`src/rtl/minv_pkg.sv`:
```
// Shared constants for the 3x3 matrix inverse pipeline.
// No dependencies; every module imports this package.
`default_nettype none

package minv_pkg;

	// Default element width (Q4.12).
	localparam int ELEM_W_DEF = 16;
	// Width of each element field on the stream buses.
	localparam int FIELD_W = 16;
	// Elements per matrix.
	localparam int N_ELEM = 9;
	// Width of the determinant field on the result bus.
	localparam int DET_OUT_W = 49;
	// Bus widths.
	localparam int IN_DATA_W = N_ELEM * FIELD_W;
	localparam int OUT_DATA_W = ((N_ELEM * FIELD_W + DET_OUT_W + 7) / 8) * 8;
	localparam int USER_W = 2;
	// Bit positions in the result tuser.
	localparam int USER_SINGULAR = 0;
	localparam int USER_CLIPPED = 1;

endpackage

`default_nettype wire

```
`src/rtl/minv_div_stage.sv`:
```
// One register stage of the restoring divider: overflow check or one quotient bit.
// Depends on minv_pkg; nine lanes share one divisor.
`default_nettype none

module minv_div_stage import minv_pkg::*; #(
	parameter int ELEM_WIDTH = ELEM_W_DEF,
	parameter int BIT_POS = 0,
	parameter int SIDE_W = 1
) (
	input  logic                          clk,
	input  logic                          en,
	input  logic [4*ELEM_WIDTH+1:0]       rem_i [N_ELEM],
	input  logic [ELEM_WIDTH:0]           quo_i [N_ELEM],
	input  logic [N_ELEM-1:0]             sat_i,
	input  logic [3*ELEM_WIDTH:0]         den_i,
	input  logic [SIDE_W-1:0]             side_i,
	output logic [4*ELEM_WIDTH+1:0]       rem_o [N_ELEM],
	output logic [ELEM_WIDTH:0]           quo_o [N_ELEM],
	output logic [N_ELEM-1:0]             sat_o,
	output logic [3*ELEM_WIDTH:0]         den_o,
	output logic [SIDE_W-1:0]             side_o
);

	localparam int WN = 4 * ELEM_WIDTH + 2;
	localparam int QW = ELEM_WIDTH + 1;

	logic [WN-1:0]     dsh;
	logic [N_ELEM-1:0] ge;
	logic [WN-1:0]     rem_n [N_ELEM];
	logic [QW-1:0]     quo_n [N_ELEM];
	logic [N_ELEM-1:0] sat_n;

	// Compare each partial remainder with the shifted divisor.
	always_comb begin
		dsh = WN'(den_i) << BIT_POS;
		for (int i = 0; i < N_ELEM; i++) begin
			ge[i] = (rem_i[i] >= dsh);
		end
	end

	generate
		if (BIT_POS == QW) begin : g_ovf
			// Top stage: a quotient needing more than QW bits saturates.
			always_comb begin
				for (int i = 0; i < N_ELEM; i++) begin
					rem_n[i] = rem_i[i];
					quo_n[i] = quo_i[i];
				end
				sat_n = sat_i | ge;
			end
		end else begin : g_bit
			// Restoring step for one quotient bit.
			always_comb begin
				for (int i = 0; i < N_ELEM; i++) begin
					rem_n[i] = ge[i] ? (rem_i[i] - dsh) : rem_i[i];
					quo_n[i] = quo_i[i];
					quo_n[i][BIT_POS] = ge[i];
				end
				sat_n = sat_i;
			end
		end
	endgenerate

	always_ff @(posedge clk) begin
		if (en) begin
			rem_o <= rem_n;
			quo_o <= quo_n;
			sat_o <= sat_n;
			den_o <= den_i;
			side_o <= side_i;
		end
	end

endmodule

`default_nettype wire

```
`config.mk`:
```
export PLATFORM = sky130hd
export DESIGN_NAME = minv_div_stage
export DESIGN_NICKNAME = d
export VERILOG_FILES = /design/src/rtl/minv_pkg.sv /design/src/rtl/minv_div_stage.sv
export SDC_FILE = /design/constraint.sdc
export NUM_CORES = 2
export LEC_CHECK = 0
export ABC_AREA = 1
export BUFFER_PORTS_ARGS = -buffer_cell sky130_fd_sc_hd__buf_2
export CORE_AREA = 2 2 630 632
export DETAILED_ROUTE_END_ITERATION = 10
export DIE_AREA = 0 0 632 634
export PLACE_DENSITY_LB_ADDON = 0.25
export SLEW_MARGIN = 5
export SYNTH_ARGS = -nofsm -noshare
export SYNTH_HDL_FRONTEND = slang
export SYNTH_SLANG_ARGS = --single-unit
```
`constraint.sdc`:
```
create_clock -name clk -period 2.6 [get_ports clk]
set_input_delay 0.13 -clock clk [delete_from_list [all_inputs] [get_ports clk]]
set_output_delay 0.13 -clock clk [all_outputs]
set_load 0.05 [all_outputs]
```
## Yosys cells after proc, flatten, opt, wreduce, memory -nomap -nowiden

Cells that the tools add are included.

| storage, ports and cells | value |
|---|---|
| word-level logic and storage cells | 48 |
| input port bits | 808 |
| register bits after elaboration | 806 |

| cells by class | value |
|---|---|
| magnitude comparators | 9 |
| multiplexer cells | 9 |
| add/subtract/negate cells | 9 |

Operators by type and width:

| kind | count |
|---|---|
| greater-or-equal comparator 66 x 49 -> 1 bit | 9 |
| 2-to-1 mux 66 bit | 9 |
| subtractor 66 x 49 -> 66 bit | 9 |

## Longest topological paths before layout

| depth | value |
|---|---|
| depth in word-level cells | 2 |
| depth in mapped cells | 19 |
| mapped depth without buffers | 18 |

## Worst setup path before layout

No wires, ideal clock.

| timing | value |
|---|---|
| path kind | input -> register |
| start | in den_i[1] |
| end | reg rem_o[323] (netlist bit), data pin |
| path slack | 0.297 ns |
| arrival time | 2.054 ns |
| setup time | 0.249 ns |
| stages on the path | 15 |
| data required time | 2.351 ns |
| path buffers | 0 |
| cell sequence | inv_1 > ha_1 > nand2_1 > nor2_1 > nor2_1 > o21ai_0 > nand2_1 > nand2_1 > nand2_1 > nand2_1 > nand2_1 > nand3b_1 > nand2_1 > nand2_1 > inv_1 |

RTL lines:

| item | RTL line | text |
|---|---|---|
| from (decl) | minv_div_stage.sv:15 | `input logic [3*ELEM_WIDTH:0] den_i,` |
| to (signal assigned) | minv_div_stage.sv:66 | `rem_o <= rem_n;` |
| to (decl) | minv_div_stage.sv:17 | `output logic [4*ELEM_WIDTH+1:0] rem_o [N_ELEM],` |

==> flow_summary.ini <==
[logic_synthesis]
ys_seq_area_frac = 0.3134
synth_ff_type = edfxtp_1
ys_ff_latch = 806
synth-edff-count = 806
yosysWarnings = 0
syn_area_um2 = 77220
async_flop_share = 0
synth_top_cell_area_share = 0.3134
synth_top_cell_by_area = edfxtp_1
synth_area_per_cell_um2 = 6.353
synthDistinctLibCells = 41
syn-num-nets = 13410
yosys-top-cells-area = edfxtp_1, nand2_1, inv_1, ha_1, nor2_1
synth_cells = 12160

[worst_setup_path]
crit_family = buffers and inverters
cp.arrival_ns = 3.15
cp-start-kind = input pin
worst_ep_required_time_ns = 3.16
endpoint_kind = register
critPathMaxStageDelay_ns = 0.53
crit_fanout = 19
crit_path_frequent_cell = buf_12
critPathSlowestCell = dlygate4sd3_1
cp_cell_sequence = dlygate4sd3_1 -> buf_2 -> clkinv_2 -> buf_12 -> buf_16 -> ha_4 -> nand2_2 -> nor2_2 -> inv_1 -> nor2_4 -> nand2_2 -> nor3_2 -> buf_4 -> nand3_1 -> nand3_2 -> buf_4 -> a21oi_4 -> buf_12 -> buf_12 -> nand2_1 -> nand2_1
crit_type = in -> reg
worst-path-buf-inv = 10

[drt]
via_per_inst = 4.359
wl_um = 557800
wire_per_inst_um = 24.14
drc_errors = 0
ant_nets = 0
dr.pass1.iters = 6
vias = 100700
drtIter0Drc = 8217

[clock_tree]
cts_made_buffers = 106
clk_pin_slew_ns = 0.06
clkSinkCount = 806
cts_max_path_buffers = 4
htree_levels = 3
cts_root_buf = clkbuf_16
cts_tree = done

[floorplanning]
fp.dieH_um = 634
floorplan.initialDensity = 0.1959
die_x_um = 632
rows = 231
core_area_um2 = 394200
io_pins = 1614
die-area_um2 = 400700

[power_and_ir_drop]
seq_power_share = 0.277
power_density_nw_per_um2 = 487.0
power.share.clock = 0.245
p_switching_w = 0.02699
power_leakage_nw = 68.04
p_sw_frac = 0.4291
intPower_w = 0.03591
ir_drop_mv = 0.4884
comb_power_share = 0.478
power_w = 0.06290

[timing]
worst_pin_slew_ns = 0.8209
period_minus_slack_ns = 2.596
fmax_mhz = 385.2
holdWs_ns = 0.02648
report.final.hold_viol_count = 0
timing.final.crit_share = 0.9985
setup_ws_ns = 0.003980
finalSetupViolCount = 0
relSlewSlack = 0.4477
rsz0062_at_grt = yes
drv_slew = 0

[layout]
fin_util = 0.3276
area.growth.synth_to_final_pct = 67.26
nNetsFinal = 18980
drive_gt1_frac = 0.2898

[hold_path]
min_path_type = in -> reg

[global_routing]
grt_usage = 0.2654
antenna_found_initial = 108
grt_max_degree = 61
first_global_vias = 97040
grt_overflow = 0
grt_pass1_wl_um = 740600

[run_status]
status = finished clean

[placement]
dp_hpwl_um = 483600
portBuffers = 1604
place_ws_ns = -0.6693
gp_congestion = 1.015

[job]
maxCapViolCount = 0
state kept, by name (all words and copies together), names as in the netlist:
name / cells
side_o: 1
den_o: 49
sat_o: 9
quo_o: 153
rem_o: 594
synth_stat cells, types with 9 or more instances:
| cell | instances |
|---|---|
| buf_6 | 62 |
| edfxtp_1 | 806 |
| ha_1 | 441 |
| xnor2_1 | 179 |
| xor2_1 | 108 |
| a21oi_2 | 13 |
| nor2_2 | 57 |
| inv_2 | 23 |
| inv_1 | 2203 |
| buf_2 | 37 |
| nand4_1 | 227 |
| fa_1 | 9 |
| o21bai_1 | 59 |
| o21ai_2 | 113 |
| a21oi_1 | 548 |
| nand2_1 | 4986 |
| nand3_1 | 616 |
| and3_1 | 30 |
| nand2_2 | 19 |
| nor2_1 | 961 |
| nor3_1 | 112 |
| o21ai_0 | 240 |
| nor4_1 | 37 |
| o21a_1 | 26 |
| nand3b_1 | 65 |
| o21ai_1 | 103 |
| a21boi_0 | 29 |
metal layers:
| metal | up-vias | routed length (µm) | global-route usage |
|---|---|---|---|
| met4 | 16 | 43210 | 0.1769 |
| met5 | - | 120 | 0 |
| li1 | 49590 | - | - |
| met2 | 3522 | 265400 | 0.4576 |
| met3 | 922 | 27850 | 0.02829 |
| met1 | 46690 | 221200 | 0.3111 |
kinds of logic after synthesis:
group	share of synthesized area
simple gates	0.3761
buf+inv	0.1202
compound gates	0.08399
flops	0.3134
fa+ha+maj	0.07379
xor+xnor	0.03255
worst paths after layout:
path / from / to / cells after the start
worst max-delay path: den_i[26] / rem_o[377] / 21
worst min-delay path: rem_i[404] / rem_o[404] / 4
through the flow:
step           setup TNS [ns]  area (µm²)  std cells
4_1_cts                     0      128300      23040
5_1_grt               -0.4930      129100      23080
3_3_place_gp          -253.08      115100      21880
2_1_floorplan               0       77220      12160
3_5_place_dp          -262.30      115100      21880
6_report                    0      129200      23110
area by class of cell:
class,instances,area [µm²]
Inverter,2227,8382
Clock inverter,71,757.0
Antenna cell,58,145.1
Timing Repair Buffer,5569,42130
Clock buffer,121,2730
Tap cell,5242,6559
Fill cell,43340,265100
Multi-Input combinational cell,9015,44260
Sequential cell,806,24200
power by group through the flow:
| stage | sequential (W) | combinational [W] | clock [W] |
|---|---|---|---|
| detailed placement | 0.0177 | 0.0284 | 0 |
| finish | 0.0174 | 0.0301 | 0.0154 |
| global placement | 0.0177 | 0.0284 | 0 |
| floorplan | 0.0228 | 0.00820 | 0 |
| global route | 0.0175 | 0.0317 | 0.0162 |
| CTS | 0.0174 | 0.0298 | 0.0158 |
cells in the final DEF, fill, tap and decap left out, types with 59 or more instances in the layout:
master         Yosys  layout
ha_1             441     428
edfxtp_1         806     806
nand4_1          227     227
o21bai_1          59      59
buf_2             37    1603
dlygate4sd3_1      0     967
o21ai_0          240     231
nor2_2            57      68
clkbuf_16          0     113
buf_12             0     140
o21ai_2          113     114
o21ai_1          103     111
nor3_1           112     107
buf_4              1    2844
nand3_1          616     609
xor2_1           108     107
xnor2_1          179     174
inv_1           2203    2155
a21oi_1          548     529
nand3b_1          65      65
nor2_1           961     946
nand2_1         4986    4950
timing repair:
| action | in CTS | in global routing |
|---|---|---|
| buffers inserted | 0 | 4 |
| endpoints found under the setup margin | 0 | 491 |
| hold endpoints to repair | 1001 | 1 |
| gates resized for setup | 0 | 137 |
| hold buffers | 968 | 1 |
Note: power is estimated with default switching activity, not from simulation.
