<file path="config.mk">
export PLATFORM = sky130hd
export DESIGN_NAME = minv_out
export DESIGN_NICKNAME = d
export VERILOG_FILES = /design/src/rtl/minv_pkg.sv /design/src/rtl/minv_out.sv
export SDC_FILE = /design/constraint.sdc
export NUM_CORES = 1
export LEC_CHECK = 0
export BUFFER_PORTS_ARGS = -buffer_cell sky130_fd_sc_hd__buf_2
export CAP_MARGIN = 20
export CORE_AREA = 2 2 218 220
export DETAILED_ROUTE_END_ITERATION = 6
export DIE_AREA = 0 0 220 222
export SETUP_SLACK_MARGIN = 0.5
export SYNTH_ARGS = -nofsm -noshare
export SYNTH_HDL_FRONTEND = slang
export SYNTH_SLANG_ARGS = --single-unit
</file>
<file path="constraint.sdc">
create_clock -name clk -period 15.46 [get_ports clk]
set_clock_uncertainty 0.05 [all_clocks]
set_input_delay 2.319 -clock clk [delete_from_list [all_inputs] [get_ports clk]]
set_output_delay 2.319 -clock clk [all_outputs]
set_load 0.02 [all_outputs]
</file>
<file path="src/rtl/minv_pkg.sv">
// Shared constants for the 3x3 matrix inverse pipeline.
// No dependencies; every module imports this package.
`default_nettype none

package minv_pkg;

	// Default element width (Q4.12).
	localparam int ELEM_W_DEF = 16;
	// Width of each element field on the stream buses.
	localparam int FIELD_W = 16;
	// Elements per matrix.
	localparam int N_ELEM = 9;
	// Width of the determinant field on the result bus.
	localparam int DET_OUT_W = 49;
	// Bus widths.
	localparam int IN_DATA_W = N_ELEM * FIELD_W;
	localparam int OUT_DATA_W = ((N_ELEM * FIELD_W + DET_OUT_W + 7) / 8) * 8;
	localparam int USER_W = 2;
	// Bit positions in the result tuser.
	localparam int USER_SINGULAR = 0;
	localparam int USER_CLIPPED = 1;

endpackage

`default_nettype wire

</file>
<file path="src/rtl/minv_out.sv">
// Output stage: sign, saturation, singular pass-through and result register.
// Depends on minv_pkg.
`default_nettype none

module minv_out import minv_pkg::*; #(
	parameter int ELEM_WIDTH = ELEM_W_DEF
) (
	input  logic                          clk,
	input  logic                          en,
	input  logic [ELEM_WIDTH:0]           quo [N_ELEM],
	input  logic [N_ELEM-1:0]             sat,
	input  logic [N_ELEM-1:0]             neg,
	input  logic                          sing,
	input  logic signed [3*ELEM_WIDTH:0]  det,
	input  logic signed [ELEM_WIDTH-1:0]  a [N_ELEM],
	output logic [FIELD_W-1:0]            r_q [N_ELEM],
	output logic                          singular_q,
	output logic                          clipped_q,
	output logic [DET_OUT_W-1:0]          det_q
);

	localparam int QW = ELEM_WIDTH + 1;
	localparam logic [QW-1:0] BNEG = QW'(1) << (ELEM_WIDTH - 1);
	localparam logic [QW-1:0] BPOS = BNEG - QW'(1);

	logic [QW-1:0]      bound [N_ELEM];
	logic [QW-1:0]      mag_v [N_ELEM];
	logic [QW-1:0]      sval [N_ELEM];
	logic [N_ELEM-1:0]  over;
	logic [FIELD_W-1:0] r_n [N_ELEM];

	// Clamp each quotient to the signed element range, then apply the sign.
	always_comb begin
		for (int i = 0; i < N_ELEM; i++) begin
			bound[i] = neg[i] ? BNEG : BPOS;
			over[i] = sat[i] | (quo[i] > bound[i]);
			mag_v[i] = over[i] ? bound[i] : quo[i];
			sval[i] = neg[i] ? ((~mag_v[i]) + QW'(1)) : mag_v[i];
			if (sing) begin
				r_n[i] = FIELD_W'(a[i]);
			end else begin
				r_n[i] = FIELD_W'(signed'(sval[i][ELEM_WIDTH-1:0]));
			end
		end
	end

	always_ff @(posedge clk) begin
		if (en) begin
			r_q <= r_n;
			singular_q <= sing;
			clipped_q <= ~sing & (|over);
			det_q <= DET_OUT_W'(det);
		end
	end

endmodule

`default_nettype wire

</file>
After elaboration in Yosys (flattened, before gate mapping)
Cells that the tools add are included.

operators by class
  add/sub/neg operators = 9
  $lt $le $gt $ge = 9
  muxes and demuxes = 36
  bitwise gates (word level) = 20
  reductions and logical operators = 1

operators by type and width
  kind                   number
  $mux 16                36
  $gt 17x16->1           9
  $add 16x1->16 const B  9
  $not 16->16            9
  $or 1x1->1             9
  $reduce_or 9->1        1
  $and 1x1->1            1
  $not 1->1              1

storage, ports and cells
  flip-flop bits (word level) = 195
  word-level logic and storage cells = 87

Longest topological paths before layout
Gate-level depths: netlist of run 1.

  depth in word-level cells = 8
  mapped depth = 18
  gate-level depth less buffers = 15

Least setup slack after synthesis of run 1
Ideal clock, no wire load.

  path kind = input to register
  start = in neg[2]
  end = reg r_q[110] (netlist bit), data pin
  library setup time = 0.274 ns
  arrival time = 6.157 ns
  path slack = 8.978 ns
  stages = 18
  path buffers = 4
  path through = clkbuf_1 clkinv_1 ha_1 nand4b_1 nor3_1 nand2_1 o221a_1 clkbuf_1 or2_1 clkbuf_1 buf_2 a21oi_1 ha_1 clkinv_1 or4_4 o31a_1 o41ai_2 a31oi_1

RTL lines
  element                 RTL line        text
  start: declaration      minv_out.sv:12  input logic [N_ELEM-1:0] neg,
  end signal: assignment  minv_out.sv:49  r_q <= r_n;
  end: declaration        minv_out.sv:16  output logic [FIELD_W-1:0] r_q [N_ELEM],

==> results of run 1 <==
==> cell type report <==
cell class,instances,area (sq um)
flip-flops and latches,195,5860
inverters,60,226
well taps,607,759
diodes,4,10.0
fillers,4673,26500
multi-input cells,1411,9390
clock inverters,15,223
clock buffers,17,425
repair buffers,570,2900
==> cell families after synthesis <==
| group | Yosys count | share of synthesized area (%) |
|---|---|---|
| compound gates | 587 | 24.3 |
| xor+xnor | 11 | 0.608 |
| fa+ha+maj | 153 | 12.1 |
| buf+inv | 156 | 3.87 |
| flops | 195 | 37.0 |
| mux | 47 | 3.18 |
| simple gates | 613 | 19.0 |
==> layout by cell type, fill, tap and decap left out, types with 20 or more instances in the layout <==
cell type | synthesis | final
sky130_fd_sc_hd__a21oi_1 | 152 | 152
sky130_fd_sc_hd__ha_1 | 153 | 153
sky130_fd_sc_hd__nor2_1 | 141 | 141
sky130_fd_sc_hd__mux2i_1 | 24 | 24
sky130_fd_sc_hd__buf_2 | 10 | 559
sky130_fd_sc_hd__nand4_1 | 22 | 22
sky130_fd_sc_hd__edfxtp_1 | 195 | 195
sky130_fd_sc_hd__o21a_1 | 28 | 28
sky130_fd_sc_hd__o21ai_0 | 65 | 65
sky130_fd_sc_hd__nand2_1 | 185 | 185
sky130_fd_sc_hd__o31ai_1 | 37 | 37
sky130_fd_sc_hd__nand3_1 | 47 | 47
sky130_fd_sc_hd__nor3_1 | 67 | 67
sky130_fd_sc_hd__inv_1 | 55 | 55
sky130_fd_sc_hd__or3_1 | 20 | 20
sky130_fd_sc_hd__nor4_1 | 23 | 23
sky130_fd_sc_hd__o21ai_1 | 77 | 77
==> power by group through the flow <==
stage | combinational, mW | clock [mW] | sequential, mW
after floorplan | 0.190 | 0 | 0.732
after CTS | 0.457 | 0.523 | 0.657
after global placement | 0.446 | 0 | 0.668
after detailed placement | 0.455 | 0 | 0.669
final | 0.456 | 0.506 | 0.657
after global routing | 0.501 | 0.535 | 0.661
==> flip-flops by register name, summed over array words and instances, names as in the netlist <==
name        count
clipped_q       1
r_q           144
det_q          49
singular_q      1
==> per-stage QoR <==
stage                     util [%]  setup slack [ps]  cells  area [sq um]  hold WS [ps]
after detailed placement      41.3              8190   2842         19100          2450
after CTS                     42.7              8760   2874         19800          1880
after global routing          42.8              8190   2878         19800          1900
after global placement        41.3              8340   2842         19100          2450
final                         42.8              8610   2879         19800          1930
after floorplan                  -              8980   1762         15800          2370
==> cells in the mapped netlist, drive strengths merged, types with 25 or more instances <==
| cell type | instances |
|---|---|
| nor4 | 25 |
| nor2 | 142 |
| a21oi | 153 |
| ha | 153 |
| edfxtp | 195 |
| o21a | 28 |
| nor3 | 70 |
| o31ai | 37 |
| inv | 55 |
| nand2 | 185 |
| nand3 | 47 |
| clkbuf | 79 |
| o21ai | 143 |
==> worst paths after layout <==
path                    end  slack, ps  depth (start not counted)
setup / recovery    r_q[76]       8610                         15
hold / removal    det_q[11]       1930                          1
==> layer usage <==
layer	up-vias	wire length (um)	global-route usage, %
met2	625	29300	40.9
li1	7833	-	-
met5	-	66	0
met1	7713	24200	28.5
met4	10	1890	9.66
met3	102	4120	5.34
==> worst max-delay path, stage by stage <==
cell and delay, ps:
sky130_fd_sc_hd__buf_2 520, sky130_fd_sc_hd__inv_1 450, sky130_fd_sc_hd__ha_1 430, sky130_fd_sc_hd__nand4b_1 150
sky130_fd_sc_hd__nor4_1 100, sky130_fd_sc_hd__nor2b_1 140, sky130_fd_sc_hd__o31ai_1 460, sky130_fd_sc_hd__and2_1 760
sky130_fd_sc_hd__mux2i_1 320, sky130_fd_sc_hd__ha_1 380, sky130_fd_sc_hd__nand2_1 170, sky130_fd_sc_hd__o311ai_1 280
sky130_fd_sc_hd__o21ai_1 110, sky130_fd_sc_hd__and3_1 210, sky130_fd_sc_hd__o41ai_1 300
==> run metrics, run 1 <==
Core Box Area=46300 sq um; number of antenna violations at the first check in global routing=17; TritonCTS clock tree=yes; RSZ-0062 raised after global routing=false; GRT Util Overall=23.8%; max-capacitance violation count=0; die outline area=48800 sq um; die span in y=222 um; Starting Density=34.2%; worst-case headroom to the max-slew limit=26.0%; pin count of the biggest net entering global routing=96; GPL Wtd Cong=0.911; maximum vdd ir drop=0.0671 mV; Post-synth ARST share=0%; Final ANT Viol Nets=0; Critical Path End Type=register; post-layout total power=1.62 mW; residual overflow from global routing=0; design internal power=1.04 mW; number of global-route vias before repair=15548; Synth area leaders=sky130_fd_sc_hd__edfxtp_1 (37%), sky130_fd_sc_hd__ha_1 (12%), sky130_fd_sc_hd__a21oi_1 (4.8%), sky130_fd_sc_hd__nand2_1 (4.4%), sky130_fd_sc_hd__nor2_1 (3.3%); Sw Ratio=35.5%; FP Rows=79; net switching power=0.575 mW; maximum fanout encountered on the critical timing path=36; top cell type by total area after synthesis=sky130_fd_sc_hd__edfxtp_1; global-route wire length before repair=89900 um; Main synth FF type=sky130_fd_sc_hd__edfxtp_1; Ys Warns=0; signed area change from the synthesized netlist to the final layout=24.9%; Die Wd=220 um; number of hold violations in the final report=0; startpoint of the tightest hold check path=det[11]; data required time at the worst endpoint=15720 ps; critical path launch point=neg[4]; drt drc=0; syn_nets=2282; sequential fraction of the synthesis area=37.0%; hold buffer count at cts=0; overall via count from detail_route=16283; length of the first detailed-routing pass in iterations=5; average wire per cell in the routed design=20.7 um; category of the most critical setup path=in2reg; via-per-instance ratio=5.66; total half-perimeter wirelength after legalization and detailed placement=45800 um; number of distinct library cells after synthesis=85; H-Tree Level Count=4; final setup violation count=0; Top Ports=562; number of instances in the synthesized netlist=1762; startpoint kind of the worst setup timing path=primary input; transition time of the tightest slew-check pin=1110 ps; TritonCTS Sinks=195; PwrDens=81.8 nW/um^2; initial detailed-routing violation count=1305; post-synthesis sequential element count=195; number of buffers added by the clock tree synthesis step=17; outcome=finished, final reports clean; number of flops mapped to enable cells by yosys=195; wirelength, routed=59500 um; share of post-route cells with drive strength above 1=28.5%; part of the power in combinational logic=28.2%; summed instance area of the synthesized netlist=15800 sq um; Yosys top cell area share=37.0%; CTS root buffer=sky130_fd_sc_hd__clkbuf_16; Period Utilization, post-route=44.3%; upper clock frequency limit=146 MHz; post-layout net count=2775; Static Leak=8.33 nW; count of input and output buffers=561; clock transition at the registers of the reported paths=90 ps; min cycle time layout=6850 ps; Sequential Power Share=40.6%; post-synthesis average cell area=8.99 sq um; count of instances resized after the clock tree is built=0; clock group share of total power=31.2%; buffers inserted during post-CTS setup optimization=0; Crit path arrival time=7110 ps; Setup TNS=0 ps; path category of the worst min-delay check=in2reg; count of pins over their slew limit=0; deepest clock path buffer count=2
Power figures use the tool's default switching activity.
==> run 2, diff against run 1 <==
- ABC_AREA: default -> 1
- CORE_AREA: 2 2 218 220 -> 2 2 215 217
- DIE_AREA: 0 0 220 222 -> 0 0 217 219
- clock period: 15.46 -> 6 ns (I/O delays scaled with it)
==> run 2 against run 1 <==
Sequential power grew to 2.6 times the previous value. Combinational power grew to 3.0 times the previous value. Count of clock-buffer cells in the layout stayed put. Global-route usage is 0.46 points higher. Sequential share of layout area is 1.1 points lower. Utilization is 2.8 points higher. Total power grew to 2.6 times the previous value. Wire length is 0.66% lower. Clock power is 130% higher. Die area is 2.7% lower. Critical path depth is 7 higher.
==> run metrics, run 2 <==
syn_nets=2822 (+24%); outcome=finished, final reports clean; Setup TNS=0 ps (unchanged); Die Wd=217 um (-1.4%); data required time at the worst endpoint=6230 ps (-9490 ps); maximum vdd ir drop=0.164 mV (+140%); number of global-route vias before repair=16816 (+8.2%); instance count after placement with tap cells included=3402 (+20%); worst-case headroom to the max-slew limit=32.0% (+6.0 points); cell area after placement=20000 sq um (+4.4%); flip-flop count of the largest register after layout=144 (unchanged); FP Rows=78 (-1.3%); maximum fanout encountered on the critical timing path=25 (-31%); post-synthesis sequential element count=195 (unchanged); Final ANT Viol Nets=0 (unchanged); Post-synth ARST share=0% (unchanged); fillers=4650 (-0.49%); GPL Wtd Cong=0.929 (+2.0%); count of instances resized after the clock tree is built=0 (unchanged); clock group share of total power=27.3% (-3.9 points); H-Tree Level Count=4 (unchanged); Core Box Area=45100 sq um (-2.5%); post-layout net count=3342 (+20%); number of antenna violations at the first check in global routing=13 (-4); pin count of the biggest net entering global routing=106 (+10%); GRT Util Overall=24.3% (+0.46 points); slowest stage cell on the critical path=sky130_fd_sc_hd__ha_1; PwrDens=204 nW/um^2 (+150%); post-layout instance area=20500 sq um (+3.8%); Yosys top cell area share=35.1% (-1.8 points); Crit path arrival time=4550 ps (-2560 ps); non-filler cells, final=3442 (+20%); Sequential Power Share=40.5% (about the same); TritonCTS Sinks=195 (unchanged); die outline area=47500 sq um (-2.7%); Main synth FF type=sky130_fd_sc_hd__edfxtp_1; count of input and output buffers=561 (unchanged); design internal power=2.65 mW (+150%); Cell Chain, Critical Path=buf_2 > clkinv_1 > ha_1 > nand2_1 > nor3_2 > nand2_1 > nor2_1 > nor2_1 > nand2_1 > nand2_2 > nand2_2 > nand2_2 > o21ai_1 > inv_1 > ha_1 > nand2_1 > nor2_1 > nand2_1 > nand2_1 > nand3_1 > o21ai_0 > o21ai_0; startpoint kind of the worst setup timing path=primary input; number of hold violations in the final report=0 (unchanged); most numerous cell on the critical path=sky130_fd_sc_hd__nand2_1; deepest clock path buffer count=2 (unchanged); post-synthesis average cell area=7.24 sq um (-19%); share of post-route cells with drive strength above 1=24.4% (-4.1 points); transition time of the tightest slew-check pin=1020 ps (-85.5 ps); Sw Ratio=36.8% (+1.2 points); tightest hold margin=519 ps (-1410 ps); drt drc=0 (unchanged); Top Ports=562 (unchanged); Synth area leaders=sky130_fd_sc_hd__edfxtp_1 (35%), sky130_fd_sc_hd__nand2_1 (17%), sky130_fd_sc_hd__ha_1 (11%), sky130_fd_sc_hd__nand3_1 (8.3%), sky130_fd_sc_hd__inv_1 (5.1%); number of buffers added by the clock tree synthesis step=17 (unchanged); net switching power=1.54 mW (+170%); leading post-synthesis cells by instance count=sky130_fd_sc_hd__nand2_1 (757), sky130_fd_sc_hd__nand3_1 (276), sky130_fd_sc_hd__inv_1 (227), sky130_fd_sc_hd__edfxtp_1 (195), sky130_fd_sc_hd__nor2_1 (178); signed area change from the synthesized netlist to the final layout=23.2%; upper clock frequency limit=231 MHz; number of flops mapped to enable cells by yosys=195 (unchanged); hold buffer count at cts=0 (unchanged); length of the first detailed-routing pass in iterations=6 (+1); number of distinct library cells after synthesis=47 (-45%); part of the power in combinational logic=32.2% (+4.0 points); final setup violation count=0 (unchanged); TritonCTS clock tree=yes; via-per-instance ratio=5.12 (-9.4%); residual overflow from global routing=0 (unchanged); wirelength, routed=59100 um (-0.66%); die span in y=219 um (-1.4%); buffering stage count on the worst path with inverters included=3 (+1); Static Leak=10.7 nW (+29%); Critical Path End Type=register; cell family contributing the most delay on the critical path=simple AND/OR/NAND/NOR gates; summed instance area of the synthesized netlist=16700 sq um (+5.2%); leading registers by flop count=r_q: 144 flops, det_q: 49 flops; initial detailed-routing violation count=1293 (-0.92%); leading cell type in the layout, fill and taps excluded=sky130_fd_sc_hd__nand2_1; overall via count from detail_route=17639 (+8.3%); min cycle time layout=4330 ps; clock transition at the registers of the reported paths=80 ps (about the same); Starting Density=37.0% (+2.7 points); number of instances in the synthesized netlist=2302 (+31%); Period Utilization, post-route=72.2%; count of pins over their slew limit=0 (unchanged); RSZ-0062 raised after global routing=false; category of the most critical setup path=in2reg; buffers inserted during post-CTS setup optimization=0 (unchanged); top-count cell post-synth=sky130_fd_sc_hd__nand2_1; slowest stage delay, CP=410 ps (-350 ps); path category of the worst min-delay check=in2reg; CTS root buffer=sky130_fd_sc_hd__clkbuf_16; sequential fraction of the synthesis area=35.1% (-1.8 points); max-capacitance violation count=0 (unchanged); most frequent cells in the layout=sky130_fd_sc_hd__nand2_1 (757), sky130_fd_sc_hd__buf_2 (559), sky130_fd_sc_hd__nand3_1 (276); Ys Warns=0 (unchanged); register ranked first by flip-flop count=r_q; global-route wire length before repair=89700 um (-0.30%); average wire per cell in the routed design=17.2 um (-17%); top cell type by total area after synthesis=sky130_fd_sc_hd__edfxtp_1; total half-perimeter wirelength after legalization and detailed placement=47000 um (+2.7%)
## run 2: cell count changes after synthesis, moves of 21 or more
cell	delta
sky130_fd_sc_hd__nand2_1	+572
sky130_fd_sc_hd__o21a_1	-23
sky130_fd_sc_hd__clkbuf_1	-46
sky130_fd_sc_hd__o21ai_1	-60
sky130_fd_sc_hd__nand2_2	+25
sky130_fd_sc_hd__nor2_1	+37
sky130_fd_sc_hd__nand3_1	+229
sky130_fd_sc_hd__o21ai_0	+56
sky130_fd_sc_hd__inv_1	+172
sky130_fd_sc_hd__mux2i_1	-24
sky130_fd_sc_hd__o31ai_1	-29
sky130_fd_sc_hd__nor3_1	-55
sky130_fd_sc_hd__nor4_1	-21
sky130_fd_sc_hd__a21oi_1	-83
## run 2: layer usage
layer	global-route usage, %	share of wire [%]	vias to the layer above
met1	28.6	41	8167
met5	0	0.093	-
met4	10.2	3.1	8
met3	5.18	6.3	85
met2	42.7	49	561
li1	-	-	8818
## run 2: cell families after synthesis
family / share of synthesized area, %
buffers and inverters: 7.64
AO/OA/AOI/OAI: 9.85
adder cells (fa/ha/maj): 11.5
XOR/XNOR: 0.0526
flip-flops: 35.1
AND/OR/NAND/NOR: 35.8
## run 2: layout make-up
class	count	area, sq um	area share (%)
sequential	195	5860	28.5
inverter	235	885	4.31
clock buffer	17	425	2.07
antenna	8	20.0	0.0975
timing repair buffer	575	2930	14.3
tap	600	751	3.66
multi-input combinational	1798	9540	46.5
clock inverter	14	123	0.597
## run 2: path summary, 6_finish.rpt
path	from	to	slack [ps]	depth (start not counted)
worst max-delay path	neg[0]	r_q[134]	1670	22
worst min-delay path	det[8]	det_q[8]	520	1
## run 2: through the flow
stage | setup slack, ps | util [%] | power, mW
floorplan | 2230 | - | 2.56
global placement | 1140 | 44.2 | 3.05
detailed placement | 1080 | 44.3 | 3.08
CTS | 1620 | 45.5 | 4.24
global route | 1170 | 45.5 | 4.45
finish | 1670 | 45.5 | 4.19
## run 2: power by group through the flow
stage | clock network, mW | logic (mW) | registers [mW]
after floorplan | 0 | 0.661 | 1.90
after global placement | 0 | 1.32 | 1.73
after detailed placement | 0 | 1.35 | 1.73
after CTS | 1.18 | 1.35 | 1.70
after global routing | 1.23 | 1.51 | 1.71
final | 1.14 | 1.35 | 1.70
==> run 3, diff against run 2 <==
- clock period: 6 -> 3.6 ns (I/O delays scaled with it)
==> run 3 against run 2 <==
Worst setup slack worse by 1000 ps. Hold slack worse by 370 ps. Flip-flop and latch count did not move. Sequential share of layout area decreased by 1.3 points. Largest power group unchanged. Cell count up 2.4%. Non-clock buffer count increased by 86. Utilization grew 2.3 points. First-iteration DRC count fell by 23%.
==> run metrics, run 3 (synthesis gave the netlist of run 2 again) <==
RSZ-0062 raised after global routing=true; PwrDens=337 nW/um^2 (+65%); die outline area=47500 sq um (unchanged); FP Rows=78 (unchanged); path category of the worst min-delay check=in2reg; min cycle time layout=2970 ps; post-layout total power=7.27 mW (+73%); count of pins over their slew limit=0 (unchanged); register ranked first by flip-flop count=r_q; global-route wire length before repair=90700 um (+1.2%); residual overflow from global routing=0 (unchanged); Static Leak=11.2 nW (+4.9%); Crit path arrival time=3170 ps (-1380 ps); Top Ports=562 (unchanged); outcome=finished, final reports clean; via-per-instance ratio=5.07 (-1.1%); worst-case headroom to the max-slew limit=41.7% (+9.7 points); hold buffer count at cts=0 (unchanged); max-capacitance violation count=0 (unchanged); flip-flop count of the largest register after layout=144 (unchanged); die span in y=219 um (unchanged); Starting Density=37.0% (unchanged); register area=5860 sq um (unchanged); startpoint kind of the worst setup timing path=primary input; most frequent cells in the layout=sky130_fd_sc_hd__nand2_1 (743), sky130_fd_sc_hd__buf_2 (552), sky130_fd_sc_hd__nand3_1 (271); average wire per cell in the routed design=17.1 um (-0.31%); upper clock frequency limit=337 MHz; transition time of the tightest slew-check pin=875 ps (-145 ps); deepest clock path buffer count=2 (unchanged); GPL Wtd Cong=0.920 (-1.0%); data required time at the worst endpoint=3800 ps (-2430 ps); final setup violation count=0 (unchanged); number of buffers added by the clock tree synthesis step=17 (unchanged); Sequential Power Share=39.0% (-1.5 points); net switching power=2.70 mW (+75%); drt drc=0 (unchanged); leading cell type in the layout, fill and taps excluded=sky130_fd_sc_hd__nand2_1; maximum vdd ir drop=0.301 mV (+83%); TritonCTS clock tree=yes; Die Wd=217 um (unchanged); CTS root buffer=sky130_fd_sc_hd__clkbuf_16; Sw Ratio=37.1% (+0.35 points); overall via count from detail_route=17861 (+1.3%); count of input and output buffers=561 (unchanged); clock group share of total power=27.9% (+0.6 points); Setup TNS=0 ps (unchanged); design internal power=4.57 mW (+72%); Final ANT Viol Nets=0 (unchanged); maximum fanout encountered on the critical timing path=7 (-72%); category of the most critical setup path=in2reg; total half-perimeter wirelength after legalization and detailed placement=48500 um (+3.2%); leading registers by flop count=r_q: 144 flops, det_q: 49 flops; Critical Path End Type=register; number of global-route vias before repair=16758 (-0.34%); wirelength, routed=60400 um (+2.1%); Period Utilization, post-route=82.4%; initial detailed-routing violation count=1002 (-23%); share of post-route cells with drive strength above 1=28.3% (+3.9 points); GRT Util Overall=24.8% (+0.49 points); signed area change from the synthesized netlist to the final layout=29.3%; area taken by multi-input logic gates=9740 sq um (+2.1%); clock transition at the registers of the reported paths=90 ps (about the same); H-Tree Level Count=4 (unchanged); length of the first detailed-routing pass in iterations=5 (-1); number of hold violations in the final report=0 (unchanged); TritonCTS Sinks=195 (unchanged); pin count of the biggest net entering global routing=102 (-3.8%); fillers=4630 (-0.43%); post-layout net count=3428 (+2.6%); Core Box Area=45100 sq um (unchanged); part of the power in combinational logic=33.1% (+0.9 points); number of antenna violations at the first check in global routing=9 (-4)
[run 3: final timing paths]
| kind | start | to | depth (start not counted) |
|---|---|---|---|
| worst max-delay path | neg[7] | r_q[20] | 18 |
| worst min-delay path | det[10] | det_q[10] | 1 |
[run 3: power groups by stage]
stage	Sequential (mW)	Combinational, mW	Clock [mW]
2_1_floorplan	3.17	1.11	0
5_1_grt	2.85	2.68	2.17
3_3_place_gp	2.88	2.31	0
6_report	2.83	2.41	2.03
3_5_place_dp	2.88	2.36	0
4_1_cts	2.84	2.37	2.10
[run 3: per-stage QoR]
stage / cell area [sq um] / util (%) / cells / setup WS [ps] / hold WS (ps)
detailed placement: 20600 / 45.7 / 3478 / -40.9 / 668
floorplan: 16700 / - / 2302 / 499 / 589
global placement: 20600 / 45.7 / 3478 / 42.0 / 667
CTS: 21200 / 47.1 / 3510 / 507 / 111
finish: 21500 / 47.8 / 3525 / 632 / 146
global route: 21500 / 47.8 / 3525 / 430 / 113
[run 3: worst max-delay path, cell delays in order]
cell and delay, ps:
sky130_fd_sc_hd__buf_6 130, sky130_fd_sc_hd__buf_12 140, sky130_fd_sc_hd__ha_4 260, sky130_fd_sc_hd__nand2_2 60
sky130_fd_sc_hd__nor3_4 190, sky130_fd_sc_hd__nand2_2 120, sky130_fd_sc_hd__nor3_4 200, sky130_fd_sc_hd__nand3_2 150
sky130_fd_sc_hd__a21oi_2 190, sky130_fd_sc_hd__nand2_1 90, sky130_fd_sc_hd__nand2_2 70, sky130_fd_sc_hd__inv_1 50
sky130_fd_sc_hd__ha_1 170, sky130_fd_sc_hd__or2_4 270, sky130_fd_sc_hd__nand2_4 80, sky130_fd_sc_hd__inv_2 50
sky130_fd_sc_hd__o211ai_1 320, sky130_fd_sc_hd__nand2_1 90
[run 3: routing by layer]
metal | global-route usage (%) | routed length (um) | vias to the layer above
met5 | 0 | 14 | -
met4 | 10.3 | 2150 | 2
met3 | 4.99 | 3790 | 92
met2 | 44.1 | 29900 | 603
met1 | 29.0 | 24500 | 8161
li1 | - | - | 9003
[run 3: what timing repair did]
action | 4_1_cts | 5_1_grt
setup buffers | 0 | 10
setup endpoints to repair | 0 | 68
resized for setup | 0 | 66
[run 3: layout make-up]
cell class	instances	share of cell area [%]
clock inverters	15	0.825
repair buffers	661	17.1
clock buffers	17	1.97
inverters	235	4.16
diodes	4	0.0465
flip-flops and latches	195	27.2
well taps	600	3.48
multi-input cells	1798	45.2
